$ cat src/hw/rtl/lkvc_pkg.sv
// Shared sizes, codes and types of the LRU key-value cache.
package lkvc_pkg;

  // Storage geometry.
  localparam int unsigned ENTRIES    = 16;
  localparam int unsigned KEY_BITS   = 32;
  localparam int unsigned VALUE_BITS = 64;

  // Fixed field widths of the stream payloads and the capacity register.
  localparam int unsigned KEY_W   = 32;
  localparam int unsigned VALUE_W = 64;
  localparam int unsigned CAP_W   = 5;

  localparam int unsigned IDX_W = (ENTRIES > 1) ? $clog2(ENTRIES) : 1;
  localparam int unsigned OCC_W = $clog2(ENTRIES + 1);
  localparam int unsigned CMP_W = (CAP_W > OCC_W) ? CAP_W : OCC_W;

  localparam int unsigned S_TDATA_W = ((KEY_W + VALUE_W + 7) / 8) * 8;
  localparam int unsigned M_TDATA_W = ((VALUE_W + KEY_W + 7) / 8) * 8;
  localparam int unsigned M_TUSER_W = 2;

  // Bit positions inside the result tuser.
  localparam int unsigned TUSER_HIT   = 0;
  localparam int unsigned TUSER_EVICT = 1;

  localparam logic [CAP_W-1:0] CAP_RESET = CAP_W'(16);

  typedef enum logic {
    OP_GET = 1'b0,
    OP_PUT = 1'b1
  } opcode_e;

  typedef enum logic [2:0] {
    ST_IDLE,
    ST_SCAN,
    ST_SCAN_END,
    ST_DECIDE,
    ST_AGE,
    ST_AGE_END,
    ST_WRITE,
    ST_DONE
  } state_e;

  // Outcome of one pass over the stored entries.
  typedef struct packed {
    logic                found;
    logic [IDX_W-1:0]    found_idx;
    logic [IDX_W-1:0]    found_rank;
    logic                have_lru;
    logic [IDX_W-1:0]    lru_idx;
    logic [IDX_W-1:0]    lru_rank;
    logic [KEY_BITS-1:0] lru_key;
  } scan_res_t;

endpackage

$ cat src/hw/rtl/lru_key_value_cache_core.sv
// Top level of the LRU key-value cache: control sequencer, stores and result register.
// The result beat follows two passes over the single read port of the rank memory: one
// pass scans keys and ranks, the second ages the ranks by read-modify-write before the final
// write. A get that misses skips the aging pass. The core works on one beat at a time and
// takes the next beat only after the previous result has been loaded into the result register;
// a new beat is taken while a result waits. Reset clears valid bits, occupancy and control;
// capacity resets to 16.
module lru_key_value_cache_core import lkvc_pkg::*; (
  input  logic                 clk_i,
  input  logic                 rst_ni,
  // Capacity register write.
  input  logic                 cfg_we_i,
  input  logic [CAP_W-1:0]     cfg_wdata_i,
  // Request stream.
  input  logic                 s_axis_tvalid,
  output logic                 s_axis_tready,
  input  logic [S_TDATA_W-1:0] s_axis_tdata,   // key [31:0], value [95:32]
  input  logic                 s_axis_tuser,   // opcode [0]
  // Result stream.
  output logic                 m_axis_tvalid,
  input  logic                 m_axis_tready,
  output logic [M_TDATA_W-1:0] m_axis_tdata,   // read_value [63:0], evicted_key [95:64]
  output logic [M_TUSER_W-1:0] m_axis_tuser    // hit [0], evicted [1]
);

  state_e state_q, state_d;

  logic [IDX_W-1:0]      cnt_q, cnt_d;
  logic [CAP_W-1:0]      cap_q;
  logic [OCC_W-1:0]      occ_q;
  logic [ENTRIES-1:0]    valid_q;

  opcode_e               op_q;
  logic [KEY_BITS-1:0]   key_q;
  logic [VALUE_BITS-1:0] value_q;

  // Registered index and valid that follow each memory read during the two passes.
  logic                  rd_vld_q, rd_vld_d;
  logic [IDX_W-1:0]      rd_idx_q;

  // Decision taken once the scan has finished.
  logic                  hit_q, evict_q, insert_q, update_q;
  logic [IDX_W-1:0]      target_q;
  logic [IDX_W-1:0]      old_rank_q;
  logic                  old_inf_q;
  logic [KEY_BITS-1:0]   evk_q;

  // Result register that parts the sequencer from the output stream.
  logic                  m_valid_q;
  logic [M_TDATA_W-1:0]  m_data_q;
  logic [M_TUSER_W-1:0]  m_user_q;

  logic                  in_beat;
  logic                  last_cnt;
  logic                  load_out;

  logic                  key_re, rank_re, data_re;
  logic                  rank_we, age_we;
  logic [IDX_W-1:0]      rank_waddr;
  logic [IDX_W-1:0]      rank_wdata;
  logic                  put_write;

  logic [KEY_BITS-1:0]   key_rdata;
  logic [IDX_W-1:0]      rank_rdata;
  logic [VALUE_BITS-1:0] data_rdata;

  logic                  scan_vld;
  scan_res_t             scan_res;

  logic [CMP_W-1:0]      cap_eff;
  logic                  full;
  logic [IDX_W-1:0]      free_idx;

  logic [VALUE_BITS-1:0] rd_value;

  assign in_beat  = s_axis_tvalid && s_axis_tready;
  assign last_cnt = (cnt_q == IDX_W'(ENTRIES - 1));
  assign load_out = (state_q == ST_DONE) && (!m_valid_q || m_axis_tready);

  // ---------------------------------------------------------------------------
  // Sequencer: scan pass, decision, aging pass, final write, result hand-off.
  // ---------------------------------------------------------------------------
  always_comb begin
    state_d = state_q;
    unique case (state_q)
      ST_IDLE:     if (in_beat) state_d = ST_SCAN;
      ST_SCAN:     if (last_cnt) state_d = ST_SCAN_END;
      ST_SCAN_END: state_d = ST_DECIDE;
      ST_DECIDE: begin
        // A get that misses changes nothing and goes straight to the result.
        if (scan_res.found || (op_q == OP_PUT)) begin
          state_d = ST_AGE;
        end else begin
          state_d = ST_DONE;
        end
      end
      ST_AGE:      if (last_cnt) state_d = ST_AGE_END;
      ST_AGE_END:  state_d = ST_WRITE;
      ST_WRITE:    state_d = ST_DONE;
      ST_DONE:     if (load_out) state_d = ST_IDLE;
      default:     state_d = ST_IDLE;
    endcase
  end

  always_comb begin
    s_axis_tready = 1'b0;
    key_re        = 1'b0;
    rank_re       = 1'b0;
    data_re       = 1'b0;
    rd_vld_d      = 1'b0;
    put_write     = 1'b0;
    cnt_d         = cnt_q;
    unique case (state_q)
      ST_IDLE: begin
        s_axis_tready = 1'b1;
        cnt_d         = '0;
      end
      ST_SCAN: begin
        key_re   = 1'b1;
        rank_re  = 1'b1;
        rd_vld_d = 1'b1;
        cnt_d    = cnt_q + 1'b1;
      end
      ST_DECIDE: begin
        // Fetch the stored word now; only a get hit uses it.
        data_re = 1'b1;
        cnt_d   = '0;
      end
      ST_AGE: begin
        rank_re  = 1'b1;
        rd_vld_d = 1'b1;
        cnt_d    = cnt_q + 1'b1;
      end
      ST_WRITE: begin
        put_write = (op_q == OP_PUT);
      end
      default: begin
      end
    endcase
  end

  // ---------------------------------------------------------------------------
  // Stores. Keys, data words and recency ranks live in three RAMs; valid bits
  // are flip-flops so that reset empties the cache at once. Accesses never
  // overlap on one entry: the aging pass writes entry i-1 while it reads entry
  // i, and the final write to the target comes after the pass has drained.
  // ---------------------------------------------------------------------------
  assign scan_vld = rd_vld_q && ((state_q == ST_SCAN) || (state_q == ST_SCAN_END));

  // During aging, every valid entry other than the target that was more recent
  // than the target moves one rank older. A fresh slot counts as older than all.
  assign age_we = rd_vld_q && ((state_q == ST_AGE) || (state_q == ST_AGE_END)) &&
                  valid_q[rd_idx_q] && (rd_idx_q != target_q) &&
                  (old_inf_q || (rank_rdata < old_rank_q));

  assign rank_we    = age_we || (state_q == ST_WRITE);
  assign rank_waddr = (state_q == ST_WRITE) ? target_q : rd_idx_q;
  assign rank_wdata = (state_q == ST_WRITE) ? '0 : rank_rdata + 1'b1;

  lkvc_ram #(
    .WIDTH (KEY_BITS),
    .DEPTH (ENTRIES)
  ) u_key_ram (
    .clk_i   (clk_i),
    .we_i    (put_write),
    .waddr_i (target_q),
    .wdata_i (key_q),
    .re_i    (key_re),
    .raddr_i (cnt_q),
    .rdata_o (key_rdata)
  );

  lkvc_ram #(
    .WIDTH (IDX_W),
    .DEPTH (ENTRIES)
  ) u_rank_ram (
    .clk_i   (clk_i),
    .we_i    (rank_we),
    .waddr_i (rank_waddr),
    .wdata_i (rank_wdata),
    .re_i    (rank_re),
    .raddr_i (cnt_q),
    .rdata_o (rank_rdata)
  );

  lkvc_ram #(
    .WIDTH (VALUE_BITS),
    .DEPTH (ENTRIES)
  ) u_data_ram (
    .clk_i   (clk_i),
    .we_i    (put_write),
    .waddr_i (target_q),
    .wdata_i (value_q),
    .re_i    (data_re),
    .raddr_i (scan_res.found_idx),
    .rdata_o (data_rdata)
  );

  lkvc_scan u_scan (
    .clk_i        (clk_i),
    .rst_ni       (rst_ni),
    .clr_i        (in_beat),
    .vld_i        (scan_vld),
    .idx_i        (rd_idx_q),
    .ent_valid_i  (valid_q[rd_idx_q]),
    .key_i        (key_rdata),
    .rank_i       (rank_rdata),
    .search_key_i (key_q),
    .res_o        (scan_res)
  );

  // ---------------------------------------------------------------------------
  // Decision: effective capacity, occupancy check and the lowest free slot.
  // A capacity of zero acts as one; a capacity above the entry count is clipped.
  // ---------------------------------------------------------------------------
  always_comb begin
    cap_eff = CMP_W'(cap_q);
    if (cap_eff == '0) begin
      cap_eff = CMP_W'(1);
    end else if (cap_eff > CMP_W'(ENTRIES)) begin
      cap_eff = CMP_W'(ENTRIES);
    end
  end

  assign full = (CMP_W'(occ_q) >= cap_eff);

  always_comb begin
    free_idx = '0;
    for (int i = ENTRIES - 1; i >= 0; i--) begin
      if (!valid_q[i]) begin
        free_idx = IDX_W'(i);
      end
    end
  end

  assign rd_value = ((op_q == OP_GET) && hit_q) ? data_rdata : '0;

  // ---------------------------------------------------------------------------
  // Registers.
  // ---------------------------------------------------------------------------
  always_ff @(posedge clk_i or negedge rst_ni) begin
    if (!rst_ni) begin
      state_q  <= ST_IDLE;
      cnt_q    <= '0;
      cap_q    <= CAP_RESET;
      occ_q    <= '0;
      valid_q  <= '0;
      rd_vld_q <= 1'b0;
      hit_q    <= 1'b0;
      evict_q  <= 1'b0;
      insert_q <= 1'b0;
      update_q <= 1'b0;
      m_valid_q <= 1'b0;
    end else begin
      state_q  <= state_d;
      cnt_q    <= cnt_d;
      rd_vld_q <= rd_vld_d;

      if (cfg_we_i) begin
        cap_q <= cfg_wdata_i;
      end

      if (state_q == ST_DECIDE) begin
        hit_q    <= scan_res.found;
        evict_q  <= 1'b0;
        insert_q <= 1'b0;
        update_q <= scan_res.found || (op_q == OP_PUT);
        if (!scan_res.found && (op_q == OP_PUT)) begin
          if (full) begin
            evict_q <= 1'b1;
          end else begin
            insert_q <= 1'b1;
          end
        end
      end

      if ((state_q == ST_WRITE) && update_q) begin
        valid_q[target_q] <= 1'b1;
        if (insert_q) begin
          occ_q <= occ_q + 1'b1;
        end
      end

      if (load_out) begin
        m_valid_q <= 1'b1;
      end else if (m_axis_tready) begin
        m_valid_q <= 1'b0;
      end
    end
  end

  // Payload registers need no reset.
  always_ff @(posedge clk_i) begin
    rd_idx_q <= cnt_q;
    if (in_beat) begin
      op_q    <= opcode_e'(s_axis_tuser);
      key_q   <= s_axis_tdata[KEY_BITS-1:0];
      value_q <= s_axis_tdata[KEY_W +: VALUE_BITS];
    end
    if (state_q == ST_DECIDE) begin
      evk_q     <= '0;
      old_inf_q <= 1'b0;
      if (scan_res.found) begin
        target_q   <= scan_res.found_idx;
        old_rank_q <= scan_res.found_rank;
      end else if (full && (op_q == OP_PUT)) begin
        // The least recent entry is reused in place; entries more recent than its old rank age by one.
        target_q   <= scan_res.lru_idx;
        old_rank_q <= scan_res.lru_rank;
        evk_q      <= scan_res.lru_key;
      end else begin
        target_q   <= free_idx;
        old_rank_q <= '0;
        old_inf_q  <= 1'b1;
      end
    end
    if (load_out) begin
      m_data_q <= M_TDATA_W'({KEY_W'(evk_q), VALUE_W'(rd_value)});
      m_user_q <= M_TUSER_W'({evict_q, hit_q});
    end
  end

  assign m_axis_tvalid = m_valid_q;
  assign m_axis_tdata  = m_data_q;
  assign m_axis_tuser  = m_user_q;

  // ---------------------------------------------------------------------------
  // Assertions.
  // ---------------------------------------------------------------------------
  a_occ_matches_valid: assert property (@(posedge clk_i) disable iff (!rst_ni)
    $countones(valid_q) == int'(occ_q))
    else $error("occupancy does not match the number of valid entries");

  a_occ_bound: assert property (@(posedge clk_i) disable iff (!rst_ni)
    int'(occ_q) <= ENTRIES)
    else $error("occupancy above entry count");

  a_evict_not_hit: assert property (@(posedge clk_i) disable iff (!rst_ni)
    m_axis_tvalid && m_axis_tuser[TUSER_EVICT] |-> !m_axis_tuser[TUSER_HIT])
    else $error("eviction reported together with a hit");

  a_insert_has_room: assert property (@(posedge clk_i) disable iff (!rst_ni)
    (state_q == ST_WRITE) && insert_q |-> !valid_q[target_q])
    else $error("new entry placed over a valid slot");

  a_beat_starts_scan: assert property (@(posedge clk_i) disable iff (!rst_ni)
    in_beat |=> (state_q == ST_SCAN) && (cnt_q == '0))
    else $error("accepted beat did not start a scan");

endmodule

$ cat src/hw/rtl/lkvc_ram.sv
// Generic simple dual-port RAM with one write port and one registered read port.
module lkvc_ram #(
  parameter int unsigned WIDTH = 8,
  parameter int unsigned DEPTH = 16
) (
  input  logic                                   clk_i,
  input  logic                                   we_i,
  input  logic [((DEPTH > 1) ? $clog2(DEPTH) : 1)-1:0] waddr_i,
  input  logic [WIDTH-1:0]                       wdata_i,
  input  logic                                   re_i,
  input  logic [((DEPTH > 1) ? $clog2(DEPTH) : 1)-1:0] raddr_i,
  output logic [WIDTH-1:0]                       rdata_o
);

  logic [WIDTH-1:0] mem_q [DEPTH];
  logic [WIDTH-1:0] rdata_q;

  always_ff @(posedge clk_i) begin
    if (we_i) begin
      mem_q[waddr_i] <= wdata_i;
    end
    if (re_i) begin
      rdata_q <= mem_q[raddr_i];
    end
  end

  assign rdata_o = rdata_q;

endmodule

$ cat src/hw/rtl/lkvc_scan.sv
// Scan unit: finds the matching key and the least recent entry over streamed reads.
module lkvc_scan import lkvc_pkg::*; (
  input  logic                clk_i,
  input  logic                rst_ni,
  input  logic                clr_i,
  input  logic                vld_i,
  input  logic [IDX_W-1:0]    idx_i,
  input  logic                ent_valid_i,
  input  logic [KEY_BITS-1:0] key_i,
  input  logic [IDX_W-1:0]    rank_i,
  input  logic [KEY_BITS-1:0] search_key_i,
  output scan_res_t           res_o
);

  scan_res_t res_q, res_d;

  always_comb begin
    res_d = res_q;
    if (clr_i) begin
      res_d.found    = 1'b0;
      res_d.have_lru = 1'b0;
    end else if (vld_i && ent_valid_i) begin
      // The lowest matching slot wins; ranks are distinct, so the last
      // maximum seen is the least recent entry.
      if (!res_q.found && (key_i == search_key_i)) begin
        res_d.found      = 1'b1;
        res_d.found_idx  = idx_i;
        res_d.found_rank = rank_i;
      end
      if (!res_q.have_lru || (rank_i >= res_q.lru_rank)) begin
        res_d.have_lru = 1'b1;
        res_d.lru_idx  = idx_i;
        res_d.lru_rank = rank_i;
        res_d.lru_key  = key_i;
      end
    end
  end

  always_ff @(posedge clk_i or negedge rst_ni) begin
    if (!rst_ni) begin
      res_q <= '0;
    end else begin
      res_q <= res_d;
    end
  end

  assign res_o = res_q;

endmodule

$ cat config.mk
export PLATFORM = sky130hd
export DESIGN_NAME = lru_key_value_cache_core
export DESIGN_NICKNAME = d
export VERILOG_FILES = /design/src/hw/rtl/lkvc_pkg.sv /design/src/hw/rtl/lru_key_value_cache_core.sv /design/src/hw/rtl/lkvc_ram.sv /design/src/hw/rtl/lkvc_scan.sv
export SDC_FILE = /design/constraint.sdc
export NUM_CORES = 2
export LEC_CHECK = 0
export ABC_AREA = 0
export BUFFER_PORTS_ARGS = -buffer_cell sky130_fd_sc_hd__buf_4
export CELL_PAD_IN_SITES_DETAIL_PLACEMENT = 1
export CELL_PAD_IN_SITES_GLOBAL_PLACEMENT = 2
export CORE_MARGIN = 4
export CORE_UTILIZATION = 40
export CTS_CLUSTER_SIZE = 8
export DETAILED_ROUTE_END_ITERATION = 8
export PLACE_DENSITY_LB_ADDON = 0.1
export SYNTH_ARGS = -nofsm -noshare
export SYNTH_HDL_FRONTEND = slang
export SYNTH_SLANG_ARGS = --single-unit
$ cat constraint.sdc
create_clock -name clk_i -period 6.4 [get_ports clk_i]
set_input_delay 1.92 -clock clk_i [delete_from_list [all_inputs] [get_ports clk_i]]
set_output_delay 1.92 -clock clk_i [all_outputs]
set_load 0.02 [all_outputs]
Word level (Yosys, flattened, before mapping)
Memories as Yosys holds them, arrays and structs flattened. A register that Yosys moved wholly into a read port is not among the register bits.
Index checks and enable logic that the tools add are counted.
{"block": "classes", "add_sub_neg": 3, "magnitude_cmp": 7, "n_eq_ne": 14, "mux": 56, "n_bitwise": 4, "n_reduce_logical": 40}
{"op": "4-bit 2-to-1 mux", "count": 22}
{"op": "50-bit 2-to-1 mux", "count": 1}
{"op": "41-bit 2-to-1 mux", "count": 1}
{"op": "32-bit == test", "count": 1}
{"op": "3-bit case mux with 8 select lines", "count": 1}
{"op": "1-bit 2-to-1 mux", "count": 20}
{"op": "16-bit OR", "count": 1}
{"op": "1-bit logical AND", "count": 14}
{"op": "3-bit == test, second input constant", "count": 4}
{"op": "3-bit 2-to-1 mux", "count": 4}
{"op": "4-bit by 5-bit less-than comparator with 1-bit output, second input constant", "count": 2}
{"op": "5-bit 2-to-1 mux", "count": 2}
{"op": "2-bit nonzero test", "count": 5}
{"op": "9-bit 2-to-1 mux", "count": 1}
{"op": "4-bit by 1-bit adder with 4-bit output, second input constant", "count": 2}
{"op": "2-bit inequality test, second input constant", "count": 4}
{"op": "4-bit case mux with 2 select lines", "count": 1}
{"op": "1-bit logical OR", "count": 7}
{"op": "3-bit by 2-bit == test with 1-bit output, second input constant", "count": 2}
{"op": "2-bit AND reduction", "count": 3}
{"op": "3-bit AND reduction", "count": 2}
{"op": "2-bit OR reduction", "count": 3}
{"op": "5-bit by 1-bit adder with 5-bit output, second input constant", "count": 1}
{"op": "5-bit greater-or-equal comparator", "count": 1}
{"op": "other kinds (15)", "count": 19}
{"block": "word_totals", "register_bits": 329, "ramBits": 1600, "elab_cells": 156, "mem_count": 3}
{"memory": "u_data_ram.mem_q", "depth": 16, "word_bits": 64, "read_ports": 1, "rd_ports_with_merged_regs": 1, "wr": 1, "line_no": "lkvc_ram.sv:15", "source": "logic [WIDTH-1:0] mem_q [DEPTH];"}
{"memory": "u_key_ram.mem_q", "depth": 16, "word_bits": 32, "read_ports": 1, "rd_ports_with_merged_regs": 1, "wr": 1, "line_no": "lkvc_ram.sv:15"}
{"memory": "u_rank_ram.mem_q", "depth": 16, "word_bits": 4, "read_ports": 1, "rd_ports_with_merged_regs": 1, "wr": 1, "line_no": "lkvc_ram.sv:15"}

Depth between registers and ports, before layout
{"block": "depth", "depth_word": 18, "ltp_mapped": 11, "depth_no_buf": 10}

By module
Synthesis repeated with hierarchy kept, for this count alone.
{"block": "unflattened", "cells_unflattened": 3403, "area_unflattened_um2": 75907.8}
{"mod": "lkvc_ram (u_data_ram)", "instances": 1, "cells_each": 1647, "area_each_um2": 40223.6}
{"mod": "lkvc_ram (u_key_ram)", "instances": 1, "cells_each": 838, "area_each_um2": 20174.3}
{"mod": "lru_key_value_cache_core", "instances": 1, "cells_each": 621, "area_each_um2": 10378.7}
{"mod": "lkvc_ram (u_rank_ram)", "instances": 1, "cells_each": 130, "area_each_um2": 2706.3}
{"mod": "lkvc_scan", "instances": 1, "cells_each": 167, "area_each_um2": 2424.8}

Least setup slack after synthesis
No wires, ideal clock.
{"block": "synth_timing", "path_kind": "input -> register", "startpoint": "input port m_axis_tready", "endpoint": "register m_data_q[0] (netlist: m_axis_tdata[0]) (enable)", "setup_ps": 568, "arrival_time_ps": 6415, "required_ps": 5832, "slack_ps": -583, "path_stages": 2, "n_path_buf": 0, "cell_sequence": "nand2b_1 nor2b_1"}
{"block": "synth_via", "elab_chain_len": 2}
{"item": "start, declared", "line_no": "lru_key_value_cache_core.sv:21", "source": "input logic m_axis_tready,"}
{"item": "1-bit logical OR", "line_no": "lru_key_value_cache_core.sv:78", "source": "assign load_out = (state_q == ST_DONE) && (!m_valid_q || m_axis_tready);"}
{"item": "1-bit logical AND", "line_no": "lru_key_value_cache_core.sv:78"}
{"item": "via load_out", "line_no": "lru_key_value_cache_core.sv:55", "source": "logic load_out;"}
{"item": "end signal, assigned", "line_no": "lru_key_value_cache_core.sv:318", "source": "m_data_q <= M_TDATA_W'({KEY_W'(evk_q), VALUE_W'(rd_value)});"}
{"item": "end, declared", "line_no": "lru_key_value_cache_core.sv:50", "source": "logic [M_TDATA_W-1:0] m_data_q;"}
The timed path passes the listed nets, and every way through them passes these cells.
A chain may end at the register's enable or synchronous reset.

Worst setup path after layout
{"block": "layout_timing", "startpoint": "register state_q[0]", "endpoint": "output port s_axis_tready"}
{"block": "layout_via", "elab_chain_len": 2}
{"item": "start, declared", "line_no": "lru_key_value_cache_core.sv:26", "source": "state_e state_q, state_d;"}
{"item": "start signal, assigned", "line_no": "lru_key_value_cache_core.sv:255", "source": "state_q <= state_d;"}
{"item": "3-bit logical NOT", "line_no": "lru_key_value_cache_core.sv:113", "source": "unique case (state_q)"}
{"item": "1-bit 2-to-1 mux", "line_no": "lru_key_value_cache_core.sv:113"}
{"item": "end, declared", "line_no": "lru_key_value_cache_core.sv:16", "source": "output logic s_axis_tready,"}
Every way passes these cells.

==> flow_summary.ini <==
[setup_path]
critPathKind = reg2out
rrSetupSlack_ps = 2530
endpoint_kind = output port
cp-start-kind = flip-flop
rr_startpoint = key_q[26]
crit_path_end = s_axis_tready
cp.arrival_ps = 2070
cp_data_required_time_ps = 4480
r2r-end = u_scan.res_o[48]
r2r_cells = 6
crit_start = state_q[0]
cp_max_fo = 18

[die]
rows = 159
die_area_mm2 = 0.197
die_h_um = 443
start_util = 0.403
coreArea_mm2 = 0.188
boundaryPins = 207
die_width_um = 443

[yosys]
synth_flop_cell = edfxtp_1
syn_area_mm2 = 0.0758
syn_inst = 3151
async_flop_share = 0.0439
avgSynthCellArea_um2 = 24.1
synth_nets = 3273
yosysWarnings = 0
ys_ff_latch = 2029
synth_edf_count = 1936
ys_seq_area_frac = 0.797
synthDistinctLibCells = 55

[layout]
final_area_mm2 = 0.0890
fillers = 16632
stdcell_count = 6169
area_growth_pct = 17.4
fin_nets = 3702
final_layout_size_suffix_gt1_frac = 0.321

[sta]
setup_tns_ps = 0
finalCritPeriodShare = 0.623
clock-skew-final_ps = 45.6
fmax_ghz = 0.251
fin_crit_ps = 3990
rsz0062_at_grt = false
hold_violations = 0
slew_headroom = 0.179
worst_pin_slew_ps = 1230
maxSlewViolCount = 0
setup_viol = 0
holdWs_ps = 414

[clock_tree]
htree_levels = 5
ctsResizeCount = 0
clk_pin_slew_ps = 50
cts_setup_buffers = 0
cts-buffers-inserted = 304
cts-root-buf = clkbuf_16
hold_buffers = 0
clock_latency_ps = 900
tritoncts = built
cts_sinks = 2029
clock_path_buffers = 4

[placement]
port_buffers = 206
gp_congestion = 0.753
placed_cell_area_mm2 = 0.0809
dp.cells = 5769
hpwl_um = 100000

[detailed_routing]
drcViolationCount = 0
via_per_inst = 5.56
met3WireLength_um = 8100
highest_layer = met4
dr.first_iter.drc_count = 2799
vias = 34296
wl_met2_um = 102000
wl_per_cell_um = 31.6
firstDrtPassIters = 5
met1Wirelength_um = 81300
finalWirelength_um = 195000
antenna_left = 0

[grt]
grt_pass1_wl_um = 282000
grt_pass1_vias = 38224
grt_max_degree = 101
gr-total-overflow = 0
grt_usage = 0.200
antenna_found_initial = 3

[pwr]
power_density_mw_per_mm2 = 382
power.total_mw = 34.0
ir_drop_mv = 0.229
p_leak_nw = 28.2

[run]
drv_cap = 0

[outcome]
status = completed

[min_path]
hp-class = reg2reg
[registers in the layout, indices dropped and copies added, names as in the netlist, 5 cells and up]
register            cells
u_rank_ram.mem_q       64
occ_q                   5
u_data_ram.mem_q     1024
value_q                64
u_data_ram.rdata_o     64
valid_q                16
u_key_ram.mem_q       512
u_scan.res_o           50
m_axis_tdata           96
evk_q                  32
u_key_ram.rdata_o      32
key_q                  32
cap_q                   5
[report_power, final]
group          internal [mW]  switching [mW]
Sequential              15.7           0.689
Clock                   8.63            5.28
Combinational           1.56            2.16
[logic make-up (layout without fill, tap and decap cells)]
family,Yosys count,in the layout,synth area share
compound gates,95,95,0.00850
fa+ha+maj,15,15,0.00248
flops,2029,2029,0.797
buf+inv,165,686,0.00977
simple gates,245,245,0.0170
mux,558,558,0.160
other cells,0,2,0
xor+xnor,44,44,0.00508
[through the flow]
step / setup slack (ps) / utilization
floorplan: 378 / -
global placement: 2330 / 0.430
detailed placement: 2430 / 0.430
CTS: 2280 / 0.473
global route: 2250 / 0.473
finish: 2410 / 0.473
[metal layers]
| metal | GRT usage | vias up |
|---|---|---|
| li1 | - | 14109 |
| met1 | 0.263 | 19026 |
| met2 | 0.347 | 874 |
| met3 | 0.0343 | 287 |
| met4 | 0.0488 | 0 |
| met5 | 0 | - |
[cells in the final DEF, fill, tap and decap left out, types with 5 or more instances in the layout]
master     count
edfxtp_1    1936
and2_1        66
buf_12        36
xor2_1        23
nand3_1       13
o211ai_1       7
dfrtp_4        7
nand4_1        9
clkbuf_16    308
mux2_4        39
buf_4        231
dfrtp_1       80
inv_6          7
o21ai_0       16
mux2_2        14
nor3_1         7
nor2b_1        5
ha_1          15
nor2_4        16
nor2_1        23
a31oi_1        7
a21o_1        17
and3_1        33
nand2_1       49
inv_1         19
mux4_2       502
clkbuf_1      82
xnor2_1       21
nand2b_1      10
a21oi_1       24
nor4_1         8
[how the worst min path moves through the flow]
stage,startpoint,to,slack [ps],depth (start not counted)
6_report,evk_q[9],m_axis_tdata[73],410,0
5_1_grt,evk_q[6],m_axis_tdata[70],420,0
4_1_cts,evk_q[9],m_axis_tdata[73],420,0
3_5_place_dp,evk_q[6],m_axis_tdata[70],410,0
3_3_place_gp,evk_q[6],m_axis_tdata[70],410,0
2_1_floorplan,cnt_q[2],rd_idx_q[2],350,0
[final cells by class]
cell class | count | area, um^2 | area share
Sequential cell | 2029 | 60500 | 0.679
Multi-Input combinational cell | 957 | 14800 | 0.166
Clock buffer | 390 | 8020 | 0.0900
Tap cell | 2495 | 3120 | 0.0351
Timing Repair Buffer | 267 | 2450 | 0.0276
Clock inverter | 8 | 95.1 | 0.00107
Inverter | 21 | 88.8 | 0.000998
Antenna cell | 2 | 5.00 | 0.0000562
[synthesized netlist by cell type (4+ instances only)]
master | n | share of area
and3_1 | 33 | 0.0027
nor3_1 | 7 | 0.00046
inv_1 | 21 | 0.0010
dfrtp_1 | 88 | 0.029
nand2_1 | 49 | 0.0024
xor2_1 | 23 | 0.0027
a21oi_1 | 24 | 0.0016
mux4_2 | 502 | 0.15
nand4_1 | 9 | 0.00074
xnor2_1 | 21 | 0.0024
o21ai_0 | 16 | 0.0011
a31oi_1 | 7 | 0.00058
dfxtp_1 | 4 | 0.0011
a21o_1 | 17 | 0.0017
clkbuf_1 | 85 | 0.0042
mux2_2 | 14 | 0.0021
nor2_1 | 40 | 0.0020
and2_1 | 66 | 0.0054
ha_1 | 15 | 0.0025
mux2_4 | 39 | 0.0077
buf_12 | 4 | 0.0011
nor2b_1 | 7 | 0.00058
buf_2 | 30 | 0.0020
o211ai_1 | 7 | 0.00069
edfxtp_1 | 1936 | 0.77
nor4_1 | 8 | 0.00066
nand2b_1 | 10 | 0.00083
buf_1 | 22 | 0.0011
a31o_2 | 4 | 0.00046
nand3_1 | 13 | 0.00086
[worst max-delay path: stages, from the launching register on]
cell,delay (ps)
dfrtp_1,590
nor3_1,410
buf_4,220
Power figures use the tool's default switching activity.
